===== src/hw/rtl/pcms_pkg.sv =====
// ----------------------------------------------------------------------------
// pcms_pkg - shared types and constants for the paper-cutter motor sequencer
// Phase codes, register indexes, channel payload layouts and limit clipping.
// ----------------------------------------------------------------------------
package pcms_pkg;

  // Tick counter width; every limit is clipped to the counter maximum
  localparam int COUNT_WIDTH = 12;
  typedef logic [COUNT_WIDTH-1:0] count_t;
  localparam count_t CMAX = '1;

  // Input channel layout
  localparam int IN_TDATA_W = 16;
  localparam int IN_TUSER_W = 2;
  localparam int OUT_TDATA_W = 8;

  // Configuration port
  localparam int CFG_ADDR_W = 3;
  localparam int CFG_DATA_W = 12;

  localparam logic [CFG_ADDR_W-1:0] CFG_CUTTER_PRESENT = 3'd0;
  localparam logic [CFG_ADDR_W-1:0] CFG_LEAVE_TIMEOUT  = 3'd1;
  localparam logic [CFG_ADDR_W-1:0] CFG_RETURN_TIMEOUT = 3'd2;
  localparam logic [CFG_ADDR_W-1:0] CFG_BLANK          = 3'd3;
  localparam logic [CFG_ADDR_W-1:0] CFG_BRAKE          = 3'd4;

  typedef enum logic [1:0] {
    OP_TICK    = 2'd0,
    OP_CUT     = 2'd1,
    OP_HOME    = 2'd2,
    OP_RECOVER = 2'd3
  } op_t;

  typedef enum logic [3:0] {
    PH_IDLE,
    PH_BLANK,
    PH_LEAVE,
    PH_RETURN,
    PH_REVERSE,
    PH_HOME_REV,
    PH_HOME_FWD,
    PH_BRK_FINISH,
    PH_BRK_REVERSE,
    PH_BRK_HOME_FWD,
    PH_BRK_ERROR,
    PH_BRK_PRE_ERROR,
    PH_ERR_WAIT
  } phase_t;

  typedef enum logic [1:0] {
    W_CONT,
    W_FOUND,
    W_TIMEOUT
  } wait_res_t;

  typedef enum logic [2:0] {
    ST_NONE       = 3'd0,
    ST_SUCCESS    = 3'd1,
    ST_NEVER_LEFT = 3'd2,
    ST_NEVER_RET  = 3'd3,
    ST_HOME_FAIL  = 3'd4
  } status_t;

  localparam logic [1:0] RECOVER_FINISH = 2'd2;

  typedef struct packed {
    logic        cutter_present;
    logic [11:0] leave_timeout_ms;
    logic [11:0] return_timeout_ms;
    logic [7:0]  blank_ms;
    logic [9:0]  brake_ms;
  } cfg_t;

  typedef struct packed {
    op_t        op;
    logic [7:0] cut_mode;
    logic       home_switch;
    logic       door_open;
    logic [1:0] recover_kind;
  } item_t;

  typedef struct packed {
    status_t status;
    logic    done_res;
    logic    error_latched;
    logic    busy_res;
    logic    motor_reverse;
    logic    motor_enable;
  } result_t;

  // Clip a 12-bit limit to the counter range
  function automatic count_t clip_lim(input logic [11:0] v);
    logic [16:0] w;
    w = 17'(v);
    if (w > 17'(CMAX)) begin
      return CMAX;
    end
    return w[COUNT_WIDTH-1:0];
  endfunction

endpackage


===== src/hw/rtl/pcms_cfg_regs.sv =====
// ----------------------------------------------------------------------------
// pcms_cfg_regs - configuration register file
// Holds the five timing and presence registers, written through the cfg port.
// ----------------------------------------------------------------------------
module pcms_cfg_regs (
  input  logic                            clk,
  input  logic                            rst_n,
  input  logic                            cfg_valid,
  input  logic [pcms_pkg::CFG_ADDR_W-1:0] cfg_addr,
  input  logic [pcms_pkg::CFG_DATA_W-1:0] cfg_data,
  output pcms_pkg::cfg_t                  cfg
);
  import pcms_pkg::*;

  cfg_t cfg_r;

  always_ff @(posedge clk) begin
    if (!rst_n) begin
      cfg_r.cutter_present    <= 1'b1;
      cfg_r.leave_timeout_ms  <= 12'd1000;
      cfg_r.return_timeout_ms <= 12'd300;
      cfg_r.blank_ms          <= 8'd70;
      cfg_r.brake_ms          <= 10'd151;
    end else if (cfg_valid) begin
      case (cfg_addr)
        CFG_CUTTER_PRESENT: cfg_r.cutter_present    <= cfg_data[0];
        CFG_LEAVE_TIMEOUT:  cfg_r.leave_timeout_ms  <= cfg_data[11:0];
        CFG_RETURN_TIMEOUT: cfg_r.return_timeout_ms <= cfg_data[11:0];
        CFG_BLANK:          cfg_r.blank_ms          <= cfg_data[7:0];
        CFG_BRAKE:          cfg_r.brake_ms          <= cfg_data[9:0];
        default: ;
      endcase
    end
  end

  assign cfg = cfg_r;

endmodule


===== src/hw/rtl/pcms_in_stage.sv =====
// ----------------------------------------------------------------------------
// pcms_in_stage - input register
// Captures one input transaction; frees up as soon as the core takes it.
// ----------------------------------------------------------------------------
module pcms_in_stage (
  input  logic                            clk,
  input  logic                            rst_n,
  input  logic                            in_tvalid,
  output logic                            in_tready,
  input  logic [pcms_pkg::IN_TDATA_W-1:0] in_tdata,
  input  logic [pcms_pkg::IN_TUSER_W-1:0] in_tuser,
  input  logic                            advance,
  output logic                            item_valid,
  output pcms_pkg::item_t                 item
);
  import pcms_pkg::*;

  logic  valid_r;
  item_t item_r;

  assign in_tready = !valid_r || advance;

  always_ff @(posedge clk) begin
    if (!rst_n) begin
      valid_r <= 1'b0;
    end else if (in_tready) begin
      valid_r <= in_tvalid;
    end
  end

  always_ff @(posedge clk) begin
    if (in_tready && in_tvalid) begin
      item_r.op           <= op_t'(in_tuser);
      item_r.cut_mode     <= in_tdata[7:0];
      item_r.home_switch  <= in_tdata[8];
      item_r.door_open    <= in_tdata[9];
      item_r.recover_kind <= in_tdata[11:10];
    end
  end

  assign item_valid = valid_r;
  assign item       = item_r;

endmodule


===== src/hw/rtl/pcms_core.sv =====
// ----------------------------------------------------------------------------
// pcms_core - sequencer state and single-pass update
// Applies one item to the phase, tick counter and error state.
// ----------------------------------------------------------------------------
module pcms_core (
  input  logic              clk,
  input  logic              rst_n,
  input  pcms_pkg::cfg_t    cfg,
  input  logic              fire,
  input  pcms_pkg::item_t   item,
  output pcms_pkg::result_t result
);
  import pcms_pkg::*;

  phase_t     phase_r, phase_nxt;
  count_t     cnt_r, cnt_nxt;
  logic       cp_r, cp_nxt;
  logic       hom_r, hom_nxt;
  logic       err_r, err_nxt;
  status_t    pst_r, pst_nxt;
  logic       dso_r, dso_nxt;
  logic [1:0] rch_r, rch_nxt;
  logic       done;
  status_t    done_st;

  count_t lim_leave, lim_ret, lim_brake, lim_wait;
  logic   want;

  assign lim_leave = clip_lim(cfg.leave_timeout_ms);
  assign lim_ret   = clip_lim(cfg.return_timeout_ms);
  assign lim_brake = clip_lim((cfg.brake_ms == 10'd0) ? 12'd1 : {2'b00, cfg.brake_ms});

  // Leave waits for the switch to open; every other wait looks for home
  assign want     = (phase_r == PH_LEAVE);
  assign lim_wait = (phase_r == PH_LEAVE || phase_r == PH_REVERSE) ? lim_leave : lim_ret;

  // Next-state logic
  always_comb begin
    wait_res_t r;
    logic      hit;
    logic      resolve;
    logic      start;

    phase_nxt = phase_r;
    cnt_nxt   = cnt_r;
    cp_nxt    = cp_r;
    hom_nxt   = hom_r;
    err_nxt   = err_r;
    pst_nxt   = pst_r;
    dso_nxt   = dso_r;
    rch_nxt   = rch_r;
    done      = 1'b0;
    done_st   = ST_NONE;
    r         = W_CONT;
    hit       = (item.home_switch == want);
    resolve   = 1'b0;
    start     = 1'b0;

    // Debounced switch wait, shared by all wait phases
    if (cp_r) begin
      cp_nxt = 1'b0;
      if (hit) begin
        r = (cnt_r < lim_wait) ? W_FOUND : W_TIMEOUT;
      end else begin
        if (cnt_nxt != CMAX) cnt_nxt = cnt_nxt + 1'b1;
        r = (cnt_nxt >= lim_wait) ? W_TIMEOUT : W_CONT;
      end
    end else if (hit) begin
      cp_nxt = 1'b1;
      if (cnt_nxt != CMAX) cnt_nxt = cnt_nxt + 1'b1;
    end else begin
      if (cnt_nxt != CMAX) cnt_nxt = cnt_nxt + 1'b1;
      r = (cnt_nxt >= lim_wait) ? W_TIMEOUT : W_CONT;
    end

    case (item.op)
      OP_TICK: begin
        case (phase_r)
          PH_BLANK: begin
            cnt_nxt = cnt_r;
            cp_nxt  = cp_r;
            if (cnt_nxt != CMAX) cnt_nxt = cnt_nxt + 1'b1;
            if (cnt_nxt >= COUNT_WIDTH'(cfg.blank_ms)) begin
              phase_nxt = PH_LEAVE;
              cp_nxt    = 1'b0;
              if (cnt_nxt >= lim_leave) begin
                pst_nxt   = ST_NEVER_LEFT;
                phase_nxt = PH_BRK_ERROR;
                cnt_nxt   = '0;
              end
            end
          end
          PH_LEAVE: begin
            if (r == W_FOUND) begin
              phase_nxt = PH_RETURN;
              cnt_nxt   = '0;
              cp_nxt    = 1'b0;
              if (lim_ret == '0) begin
                pst_nxt   = ST_NEVER_RET;
                phase_nxt = PH_BRK_REVERSE;
              end
            end else if (r == W_TIMEOUT) begin
              pst_nxt   = ST_NEVER_LEFT;
              phase_nxt = PH_BRK_ERROR;
              cnt_nxt   = '0;
              cp_nxt    = 1'b0;
            end
          end
          PH_RETURN: begin
            if (r == W_FOUND) begin
              phase_nxt = PH_BRK_FINISH;
              cnt_nxt   = '0;
              cp_nxt    = 1'b0;
            end else if (r == W_TIMEOUT) begin
              pst_nxt   = ST_NEVER_RET;
              phase_nxt = PH_BRK_REVERSE;
              cnt_nxt   = '0;
              cp_nxt    = 1'b0;
            end
          end
          PH_REVERSE: begin
            if (r != W_CONT) begin
              phase_nxt = PH_BRK_ERROR;
              cnt_nxt   = '0;
              cp_nxt    = 1'b0;
            end
          end
          PH_HOME_REV, PH_HOME_FWD: begin
            if (r == W_FOUND) begin
              phase_nxt = PH_BRK_FINISH;
              cnt_nxt   = '0;
              cp_nxt    = 1'b0;
            end else if (r == W_TIMEOUT) begin
              cnt_nxt = '0;
              cp_nxt  = 1'b0;
              if (phase_r == PH_HOME_REV) begin
                phase_nxt = PH_BRK_HOME_FWD;
              end else begin
                pst_nxt   = ST_HOME_FAIL;
                phase_nxt = PH_BRK_PRE_ERROR;
              end
            end
          end
          PH_BRK_FINISH, PH_BRK_REVERSE, PH_BRK_HOME_FWD, PH_BRK_ERROR,
          PH_BRK_PRE_ERROR: begin
            cnt_nxt = cnt_r;
            cp_nxt  = cp_r;
            if (cnt_nxt != CMAX) cnt_nxt = cnt_nxt + 1'b1;
            if (cnt_nxt >= lim_brake) begin
              case (phase_r)
                PH_BRK_FINISH: begin
                  phase_nxt = PH_IDLE;
                  cp_nxt    = 1'b0;
                  done      = 1'b1;
                  done_st   = ST_SUCCESS;
                end
                PH_BRK_REVERSE: begin
                  phase_nxt = (lim_leave == '0) ? PH_BRK_ERROR : PH_REVERSE;
                  cnt_nxt   = '0;
                  cp_nxt    = 1'b0;
                end
                PH_BRK_HOME_FWD: begin
                  phase_nxt = PH_HOME_FWD;
                  cnt_nxt   = '0;
                  cp_nxt    = 1'b0;
                  if (lim_ret == '0) begin
                    pst_nxt   = ST_HOME_FAIL;
                    phase_nxt = PH_BRK_PRE_ERROR;
                  end
                end
                PH_BRK_PRE_ERROR: begin
                  phase_nxt = PH_BRK_ERROR;
                  cnt_nxt   = '0;
                  cp_nxt    = 1'b0;
                end
                default: begin
                  phase_nxt = PH_ERR_WAIT;
                  cnt_nxt   = '0;
                  err_nxt   = 1'b1;
                  dso_nxt   = 1'b0;
                end
              endcase
            end
          end
          PH_ERR_WAIT: begin
            cnt_nxt = cnt_r;
            cp_nxt  = cp_r;
            if (item.door_open) begin
              dso_nxt = 1'b1;
            end else if (dso_r) begin
              resolve = 1'b1;
            end
          end
          default: begin
            cnt_nxt = cnt_r;
            cp_nxt  = cp_r;
          end
        endcase
      end
      OP_CUT: begin
        cnt_nxt = cnt_r;
        cp_nxt  = cp_r;
        if (cfg.cutter_present && phase_r == PH_IDLE) begin
          if (item.cut_mode > 8'd1) begin
            phase_nxt = PH_IDLE;
            cp_nxt    = 1'b0;
            done      = 1'b1;
            done_st   = ST_SUCCESS;
          end else begin
            start = 1'b1;
          end
        end
      end
      OP_HOME: begin
        cnt_nxt = cnt_r;
        cp_nxt  = cp_r;
        if (cfg.cutter_present && phase_r == PH_IDLE) begin
          hom_nxt = 1'b1;
          pst_nxt = ST_NONE;
          if (!item.home_switch) begin
            cp_nxt  = 1'b0;
            done    = 1'b1;
            done_st = ST_SUCCESS;
          end else begin
            phase_nxt = (lim_ret == '0) ? PH_BRK_HOME_FWD : PH_HOME_REV;
            cnt_nxt   = '0;
            cp_nxt    = 1'b0;
          end
        end
      end
      default: begin
        cnt_nxt = cnt_r;
        cp_nxt  = cp_r;
        rch_nxt = item.recover_kind;
        if (err_r && phase_r == PH_ERR_WAIT) begin
          resolve = 1'b1;
        end
      end
    endcase

    // Error clears: homing fails out, a cut finishes or starts over
    if (resolve) begin
      err_nxt = 1'b0;
      dso_nxt = 1'b0;
      if (hom_r) begin
        phase_nxt = PH_IDLE;
        cp_nxt    = 1'b0;
        done      = 1'b1;
        done_st   = ST_HOME_FAIL;
      end else begin
        if (rch_nxt == RECOVER_FINISH) begin
          phase_nxt = PH_IDLE;
          cp_nxt    = 1'b0;
          done      = 1'b1;
          done_st   = ST_SUCCESS;
        end else begin
          start = 1'b1;
        end
        rch_nxt = 2'd0;
      end
    end

    if (start) begin
      hom_nxt = 1'b0;
      pst_nxt = ST_NONE;
      cnt_nxt = '0;
      cp_nxt  = 1'b0;
      if (cfg.blank_ms == 8'd0) begin
        phase_nxt = (lim_leave == '0) ? PH_BRK_ERROR : PH_LEAVE;
        if (lim_leave == '0) pst_nxt = ST_NEVER_LEFT;
      end else begin
        phase_nxt = PH_BLANK;
      end
    end
  end

  // Output logic, from the phase after this item
  always_comb begin
    result.motor_enable  = phase_nxt inside {PH_BLANK, PH_LEAVE, PH_RETURN, PH_REVERSE,
                                             PH_HOME_REV, PH_HOME_FWD};
    result.motor_reverse = phase_nxt inside {PH_REVERSE, PH_HOME_REV};
    result.busy_res      = (phase_nxt != PH_IDLE);
    result.error_latched = err_nxt;
    result.done_res      = done;
    if (done) begin
      result.status = done_st;
    end else if (err_nxt) begin
      result.status = pst_nxt;
    end else begin
      result.status = ST_NONE;
    end
  end

  always_ff @(posedge clk) begin
    if (!rst_n) begin
      phase_r <= PH_IDLE;
      cnt_r   <= '0;
      cp_r    <= 1'b0;
      hom_r   <= 1'b0;
      err_r   <= 1'b0;
      pst_r   <= ST_NONE;
      dso_r   <= 1'b0;
      rch_r   <= 2'd0;
    end else if (fire) begin
      phase_r <= phase_nxt;
      cnt_r   <= cnt_nxt;
      cp_r    <= cp_nxt;
      hom_r   <= hom_nxt;
      err_r   <= err_nxt;
      pst_r   <= pst_nxt;
      dso_r   <= dso_nxt;
      rch_r   <= rch_nxt;
    end
  end

endmodule


===== src/hw/rtl/pcms_out_reg.sv =====
// ----------------------------------------------------------------------------
// pcms_out_reg - result register
// Holds one result transaction until the sink takes it.
// ----------------------------------------------------------------------------
module pcms_out_reg (
  input  logic                             clk,
  input  logic                             rst_n,
  input  logic                             load,
  input  pcms_pkg::result_t                result,
  output logic                             advance,
  output logic                             out_tvalid,
  input  logic                             out_tready,
  output logic [pcms_pkg::OUT_TDATA_W-1:0] out_tdata
);
  import pcms_pkg::*;

  logic    valid_r;
  result_t data_r;

  assign advance = !valid_r || out_tready;

  always_ff @(posedge clk) begin
    if (!rst_n) begin
      valid_r <= 1'b0;
    end else if (advance) begin
      valid_r <= load;
    end
  end

  always_ff @(posedge clk) begin
    if (load) begin
      data_r <= result;
    end
  end

  assign out_tvalid = valid_r;
  assign out_tdata  = OUT_TDATA_W'(data_r);

endmodule


===== src/hw/rtl/paper_cutter_motor_sequencer.sv =====
// ----------------------------------------------------------------------------
// paper_cutter_motor_sequencer - DC cutter motor sequencer on millisecond ticks
// Drives a cut or homing sequence from tick and command transactions.
// ----------------------------------------------------------------------------
// Each input transaction (a 1 ms tick, start cut, start homing or recover)
// yields exactly one result transaction carrying the motor enable and
// direction, busy, error, done and status after that item. One item is taken
// per clock: an input register feeds a single pass of next-state logic whose
// result lands in the output register. The state updates once per fired item,
// so the rate is one transaction per cycle while the result register can load.
// The result register stalls only when the sink holds off out_tready.
// Configuration writes are accepted at any time (cfg_ready is tied high) but
// must only be made while the sequencer is idle with no results outstanding.
// ----------------------------------------------------------------------------
module paper_cutter_motor_sequencer (
  input  logic                            clk,
  input  logic                            rst_n,
  // input transaction
  input  logic                            in_tvalid,
  output logic                            in_tready,
  // [7:0] cut_mode, [8] home_switch, [9] door_open, [11:10] recover_kind
  input  logic [pcms_pkg::IN_TDATA_W-1:0] in_tdata,
  // [1:0] op
  input  logic [pcms_pkg::IN_TUSER_W-1:0] in_tuser,
  // result transaction
  output logic                            out_tvalid,
  input  logic                            out_tready,
  // [0] motor_enable, [1] motor_reverse, [2] busy_res, [3] error_latched,
  // [4] done_res, [7:5] status
  output logic [pcms_pkg::OUT_TDATA_W-1:0] out_tdata,
  // configuration write
  input  logic                            cfg_valid,
  output logic                            cfg_ready,
  input  logic [pcms_pkg::CFG_ADDR_W-1:0] cfg_addr,
  input  logic [pcms_pkg::CFG_DATA_W-1:0] cfg_data
);
  import pcms_pkg::*;

  cfg_t    cfg;
  item_t   item;
  result_t result;
  logic    item_valid;
  logic    advance;
  logic    fire;

  assign cfg_ready = 1'b1;

  // Core consumes the held item whenever the result register can take it
  assign fire = item_valid && advance;

  pcms_cfg_regs u_cfg (
    .clk       (clk),
    .rst_n     (rst_n),
    .cfg_valid (cfg_valid),
    .cfg_addr  (cfg_addr),
    .cfg_data  (cfg_data),
    .cfg       (cfg)
  );

  pcms_in_stage u_in (
    .clk        (clk),
    .rst_n      (rst_n),
    .in_tvalid  (in_tvalid),
    .in_tready  (in_tready),
    .in_tdata   (in_tdata),
    .in_tuser   (in_tuser),
    .advance    (advance),
    .item_valid (item_valid),
    .item       (item)
  );

  // Phase, tick count, debounce and error latch update once per fired item
  pcms_core u_core (
    .clk    (clk),
    .rst_n  (rst_n),
    .cfg    (cfg),
    .fire   (fire),
    .item   (item),
    .result (result)
  );

  pcms_out_reg u_out (
    .clk        (clk),
    .rst_n      (rst_n),
    .load       (fire),
    .result     (result),
    .advance    (advance),
    .out_tvalid (out_tvalid),
    .out_tready (out_tready),
    .out_tdata  (out_tdata)
  );

endmodule


===== config.mk =====
export PLATFORM = sky130hd
export DESIGN_NAME = paper_cutter_motor_sequencer
export DESIGN_NICKNAME = d
export VERILOG_FILES = /design/src/hw/rtl/pcms_pkg.sv /design/src/hw/rtl/pcms_cfg_regs.sv /design/src/hw/rtl/pcms_in_stage.sv /design/src/hw/rtl/pcms_core.sv /design/src/hw/rtl/pcms_out_reg.sv /design/src/hw/rtl/paper_cutter_motor_sequencer.sv
export SDC_FILE = /design/constraint.sdc
export NUM_CORES = 1
export LEC_CHECK = 0
export ABC_AREA = 1
export ABC_CLOCK_PERIOD_IN_PS = 4250
export BUFFER_PORTS_ARGS = -buffer_cell sky130_fd_sc_hd__buf_2
export CORE_ASPECT_RATIO = 2
export CORE_UTILIZATION = 52
export CTS_BUF_LIST = sky130_fd_sc_hd__clkbuf_8
export DETAILED_ROUTE_END_ITERATION = 16
export GPL_ROUTABILITY_DRIVEN = 0
export PLACE_DENSITY = 0.74
export SLEW_MARGIN = 5
export SYNTH_ARGS = -nofsm -noshare
export SYNTH_HDL_FRONTEND = slang
export SYNTH_SLANG_ARGS = --single-unit
export TNS_END_PERCENT = 50

===== constraint.sdc =====
create_clock -name clk -period 4.25 [get_ports clk]
set_input_delay 0.425 -clock clk [delete_from_list [all_inputs] [get_ports clk]]
set_output_delay 0.425 -clock clk [all_outputs]
set_load 0.01 [all_outputs]

; ---- Word level (Yosys, flattened, before mapping)
; Index checks and enable logic that the tools add are counted.
[word_totals]
elab_cells = 255
register_bits = 92
inputBits = 38
out_inout_bits = 11
[op_classes]
magnitude_cmp = 7
n_addsub = 1
muxes = 147
eq_ne = 35
reduce_logical = 39
[op_table]
columns = cell, count
row1 = 12-bit 2-to-1 mux, 22
row2 = 4-bit 2-to-1 mux, 24
row3 = 3-bit 2-to-1 mux, 25
row4 = 1-bit 2-to-1 mux, 51
row5 = 12-bit greater-or-equal comparator, 4
row6 = 12-bit case mux with 4 select lines, 1
row7 = "4-bit by 3-bit == test with 1-bit output, second input constant", 7
row8 = 12-bit logical NOT, 2
row9 = 12-bit case mux with 2 select lines, 1
row10 = 4-bit case mux with 6 select lines, 1
row11 = 2-bit 2-to-1 mux, 11
row12 = "4-bit == test, second input constant", 5
row13 = "4-bit by 2-bit == test with 1-bit output, second input constant", 4
row14 = 4-bit case mux with 4 select lines, 1
row15 = 3-bit case mux with 5 select lines, 1
row16 = "12-bit by 1-bit adder with 12-bit output, second input constant", 1
row17 = 12-bit by 8-bit greater-or-equal comparator with 1-bit output, 1
row18 = 12-bit less-than comparator, 1
row19 = "12-bit != test, second input constant", 1
row20 = 4-bit case mux with 3 select lines, 1
row21 = 10-bit logical NOT, 1
row22 = 10-bit 2-to-1 mux, 1
row23 = 2-bit AND reduction, 5
row24 = 2-bit nonzero test, 5
row25 = 34 further kinds, 52

; ---- Depth between registers and ports, before layout
[logic_depth]
word_depth = 19
ltp_mapped = 33
ltp_nobuf = 32

; ---- By module
; Synthesis repeated with hierarchy kept, for this count alone.
[hier_totals]
hier_cells = 979
area_unflattened_um2 = 6586.3
[by_module_without_submodules]
columns = mod, cells_each, seq_area_each_um2, area_per_inst_um2, n_inst
row1 = pcms_core, 700, 500.5, 4105.2, 1
row2 = pcms_cfg_regs, 240, 860.8, 1704.1, 1
row3 = pcms_in_stage, 21, 440.4, 471.7, 1
row4 = pcms_out_reg, 14, 260.2, 286.5, 1
row5 = paper_cutter_motor_sequencer, 4, 0.0, 18.8, 1

; ---- Worst setup path before layout
; OpenSTA, ideal clock, no wires.
[synth_path]
path_type = register -> register
start = register u_core.cnt_r[1]
end = register u_out.data_r (netlist bit u_out.out_tdata[2]), data pin
t_required_ns = 3.983
stages_incl_launch_ff = 28
synth_period_minus_slack_ns = 3.408
setup_ns = 0.267
slack_ns = 0.842
n_path_buf = 1
arrival_time_ns = 3.141
cell_sequence = dfxtp_1 -> ha_1 -> inv_1 -> nor3_2 -> nand3_1 -> buf_2 -> nand4_1 -> nor2_1 -> xor2_1 -> ha_1 -> a21oi_1 -> nor2_1 -> a211oi_1 -> nand2_1 -> nand2_1 -> nand2_2 -> inv_2 -> nand2_1 -> nand3_1 -> nand2_1 -> inv_1 -> nand3_1 -> nand2_1 -> nand2_1 -> nand2_1 -> nand2_1 -> nor2_1 -> nand4_1
[synth_lines]
columns = element, line_no
row1 = "start, declared", pcms_core.sv:16  ; count_t cnt_r, cnt_nxt;
row2 = "start signal, assigned", pcms_core.sv:306  ; cnt_r <= cnt_nxt;
row3 = "end signal, assigned", pcms_out_reg.sv:32  ; data_r <= result;
row4 = "end, declared", pcms_out_reg.sv:18  ; result_t data_r;

==> flow_metrics.py <==
metrics = {
    "clocking": {
        "clock_path_buffers": 2,
        "hold_bufs_inserted_after_cts": 0,
        "numCtsBuffers": 9,
        "clk_latency_ns": 0.40,
        "path_clk_slew_ns": 0.10,
        "clk_root_buffer_cell": "clkbuf_8",
        "clock_tree.htree_level_count": 3,
        "tritoncts": "done",
        "clkSinkCount": 91,
    },
    "sta": {
        "fin_crit_ns": 3.92,
        "slew-limit-headroom_pct": 26.1,
        "clock_skew_ns": 0.0103,
        "setup_tns_ns": 0,
        "setup_repair_after_global_routing_missed_its_margin": "no",
        "maxSlewViolCount": 0,
        "report.final.setup_viol": 0,
        "hold_violations": 0,
        "final.setup.worst_slack_ns": 0.328,
        "worst_pin_slew_ns": 1.10,
        "fmax_mhz": 255,
        "finalCritPeriodShare_pct": 92.3,
    },
    "floorplan": {
        "floorplan.die_area_um2": 12500,
        "design.core.area_um2": 11700,
        "rows": 56,
        "floorplan.die.height_um": 157,
        "die-width_um": 79.6,
        "starting_utilization_of_the_core_area_pct": 53.5,
        "io_pins": 49,
    },
    "placement": {
        "dp.final_hpwl_um": 15300,
        "placed_cells": 1069,
        "portBuffers": 42,
        "placement.cell_area_um2": 6660,
        "dpl_worst_slack_ns": 0.288,
    },
    "cells_and_area": {
        "postLayoutCellArea_um2": 6940,
        "n_antenna_cell": 0,
        "drive_above_1_share_pct": 14.4,
        "n_fill_cell": 1123,
        "layout_common_cells": "201 x nand2_1, 102 x inv_1, 82 x nor2_1",
        "syn2layout_area_growth_pct": 11.0,
        "final_layout_net_count": 1033,
        "post_layout_nonfiller_instances": 1088,
        "layout_commonest_cell": "nand2_1",
    },
    "logic_synthesis": {
        "synth_top_family_by_area": "simple AND/OR/NAND/NOR gates",
        "synth_edf_count": 21,
        "synth_top_area_share_pct": 22.4,
        "synth.mux.area_fraction_pct": 0.320,
        "yosys.area.top_type": "dfxtp_1",
        "postSynth.asyncResetShare_pct": 0,
        "ys.flop_type": "dfxtp_1",
        "synth-compound-area-share_pct": 16.8,
        "synth_cells": 889,
        "ys_ff_latch": 91,
        "sequential_element_share_of_the_synthesized_area_pct": 32.5,
        "mappedNetlistArea_um2": 6250,
        "synth.distinct_cells": 55,
        "synthSimpleGateAreaFrac_pct": 28.7,
        "synth_adder_area_share_pct": 11.4,
        "synth_top_cells_by_area": "dfxtp_1 22%, nand2_1 12%, ha_1 11%",
        "post_synth.cell_area_avg_um2": 7.04,
        "post_synth_xor_area_fraction_pct": 1.26,
        "yosys_warnings": 0,
        "postSynthNetCount": 984,
    },
    "worst_hold_path": {
        "min_path_type": "primary input to register",
        "hold_path_end": "u_in.item[2]",
        "min-delay-start": "in_tdata[9]",
        "timing.hold.worst_path_depth": 1,
    },
    "job": {
        "maxCapViolCount": 0,
    },
    "worst_setup_path": {
        "worst-path-max-fanout": 5,
        "r2r_start": "u_core.cnt_r[0]",
        "worstSetupEndpointType": "register",
        "cell_repeated_most_along_the_worst_path": "nand2_1",
        "critPathLaunchType": "register",
        "path_delay_family": "simple AND/OR/NAND/NOR gates",
        "reg2reg_to": "u_out.out_tdata[0]",
        "setup.worst_path.class": "register to register",
        "timing.critical_path.slowest_stage_cell": "dfxtp_2",
        "worst_ep_required_time_ns": 4.41,
        "crit_buf_inv": 4,
        "critical_path_arrival_ns": 4.08,
        "largest_stage_delay_on_the_critical_path_ns": 0.40,
        "reg2reg_setup_slack_ns": 0.33,
        "worst_r2r_path_depth": 27,
    },
    "pwr": {
        "total_switching_power_w": 0.000638,
        "power_frac_comb_pct": 18.3,
        "ir_drop_uv": 281,
        "leakage_nw": 3.28,
        "p_total_w": 0.00201,
        "p_per_area_nw_per_um2": 290,
        "switching_share_pct": 31.7,
        "internal_power_w": 0.00138,
        "power.clock.fraction_pct": 34.8,
        "seq_power_share_pct": 46.9,
    },
    "global_routing": {
        "grt_pass1_wl_um": 30200,
        "met2_use_gr_pct": 60.6,
        "gr-total-overflow": 0,
        "grt_antenna_before_repair": 0,
        "grt_use_total_pct": 33.5,
        "vias_in_the_first_global_route": 5837,
        "groute.layer.met1.usage_pct": 28.6,
        "pin_count_of_the_biggest_net_entering_global_routing": 49,
        "groute.layer.met3.usage_pct": 8.23,
        "global_route.peak_usage_layer": "met2",
    },
    "detailed_routing": {
        "dr.pass1.iters": 5,
        "initialDrtViolationCount": 321,
        "antenna_left": 0,
        "route.detailed.drc": 0,
        "post_drt_via_cell_ratio": 5.78,
        "routedWlPerCell_um": 18.4,
        "total_via_count_in_the_routed_design": 6294,
        "route.final.wire_length_um": 20000,
    },
    "run_status": {
        "run_status": "finished clean",
    },
}
## Yosys cell counts, types with 2 or more instances
| cell | count |
|---|---|
| a211oi_1 | 4 |
| a21oi_1 | 81 |
| a221oi_1 | 2 |
| a31oi_1 | 3 |
| and2_1 | 2 |
| buf_4 | 2 |
| clkbuf_1 | 19 |
| dfxtp_1 | 70 |
| edfxtp_1 | 21 |
| ha_1 | 57 |
| inv_1 | 102 |
| inv_2 | 18 |
| mux2i_1 | 2 |
| nand2_1 | 203 |
| nand2_2 | 8 |
| nand2_4 | 2 |
| nand3_1 | 50 |
| nand3_2 | 2 |
| nand4_1 | 13 |
| nor2_1 | 82 |
| nor2_2 | 7 |
| nor2_4 | 3 |
| nor3_1 | 8 |
| nor3_4 | 2 |
| nor4_1 | 6 |
| o211ai_1 | 12 |
| o21ai_0 | 68 |
| o21ai_1 | 3 |
| o21bai_1 | 2 |
| o22ai_1 | 2 |
| o31ai_1 | 2 |
| xor2_1 | 8 |
## power groups by stage
stage          combinational [W]  sequential, W  clock (W)
6_report                0.000368       0.000945   0.000702
5_1_grt                 0.000408       0.000949   0.000737
4_1_cts                 0.000359       0.000944   0.000702
3_5_place_dp            0.000357       0.000964          0
3_3_place_gp            0.000352       0.000963          0
2_1_floorplan           0.000249       0.000959          0
## state kept, by name (all words and copies together), names as in the netlist
name and cells:
u_in.item 13, u_core.phase_r 4, u_in.item_valid 1, u_core.hom_r 1, u_core.cp_r 1, u_core.cnt_r 12, u_cfg.cfg 43, u_core.pst_r 3
u_out.out_tdata 8, u_out.out_tvalid 1, u_core.dso_r 1, u_core.err_r 1, u_core.rch_r 2
## layer usage
layer / share of wire [%] / vias up / routed length [um]
li1: - / 3071 / -
met1: 32 / 2867 / 6480
met2: 52 / 237 / 10300
met3: 5.5 / 119 / 1090
met4: 10 / 0 / 2070
met5: 0 / - / 0
## how the worst max path moves through the flow
stage,from,to,slack [ns],cells after the start
6_report,u_core.cnt_r[0],u_out.out_tdata[0],0.33,27
4_1_cts,u_core.cnt_r[0],u_out.out_tdata[0],0.26,25
5_1_grt,u_core.cnt_r[0],u_out.out_tdata[2],0.001,27
2_1_floorplan,u_core.cnt_r[1],u_out.out_tdata[2],0.84,27
3_5_place_dp,u_core.cnt_r[0],u_out.out_tdata[0],0.29,25
3_3_place_gp,u_core.cnt_r[0],u_out.out_tdata[0],0.31,25
## layout make-up
type / instances / area (um^2) / share of cell area [%]
Timing Repair Buffer: 61 / 353 / 5.08
Clock buffer: 9 / 124 / 1.78
Clock inverter: 7 / 106 / 1.53
Inverter: 121 / 454 / 6.54
Multi-Input combinational cell: 654 / 3690 / 53.1
Sequential cell: 91 / 2040 / 29.4
Tap cell: 145 / 181 / 2.61
## per-stage QoR
step	hold slack [ns]	util, %
detailed placement	0.449	57.0
finish	0.196	59.3
global route	0.193	59.3
floorplan	0.424	-
CTS	0.195	58.9
global placement	0.437	57.0
## cell families after synthesis
family,count (synthesis)
AOI/OAI and AO/OA,189
DFF,91
muxes,2
xor gates and xnor gates,9
and+or+nand+nor,396
buffers and inverters,144
other,1
adders and majority gates,57
## what timing repair did
| action | in CTS | in global routing |
|---|---|---|
| endpoints found under the hold margin | 0 | 0 |
| endpoints found under the setup margin | 0 | 13 |
| setup buffers | 0 | 3 |
| resized for setup | 0 | 10 |
Power figures use the tool's default switching activity.
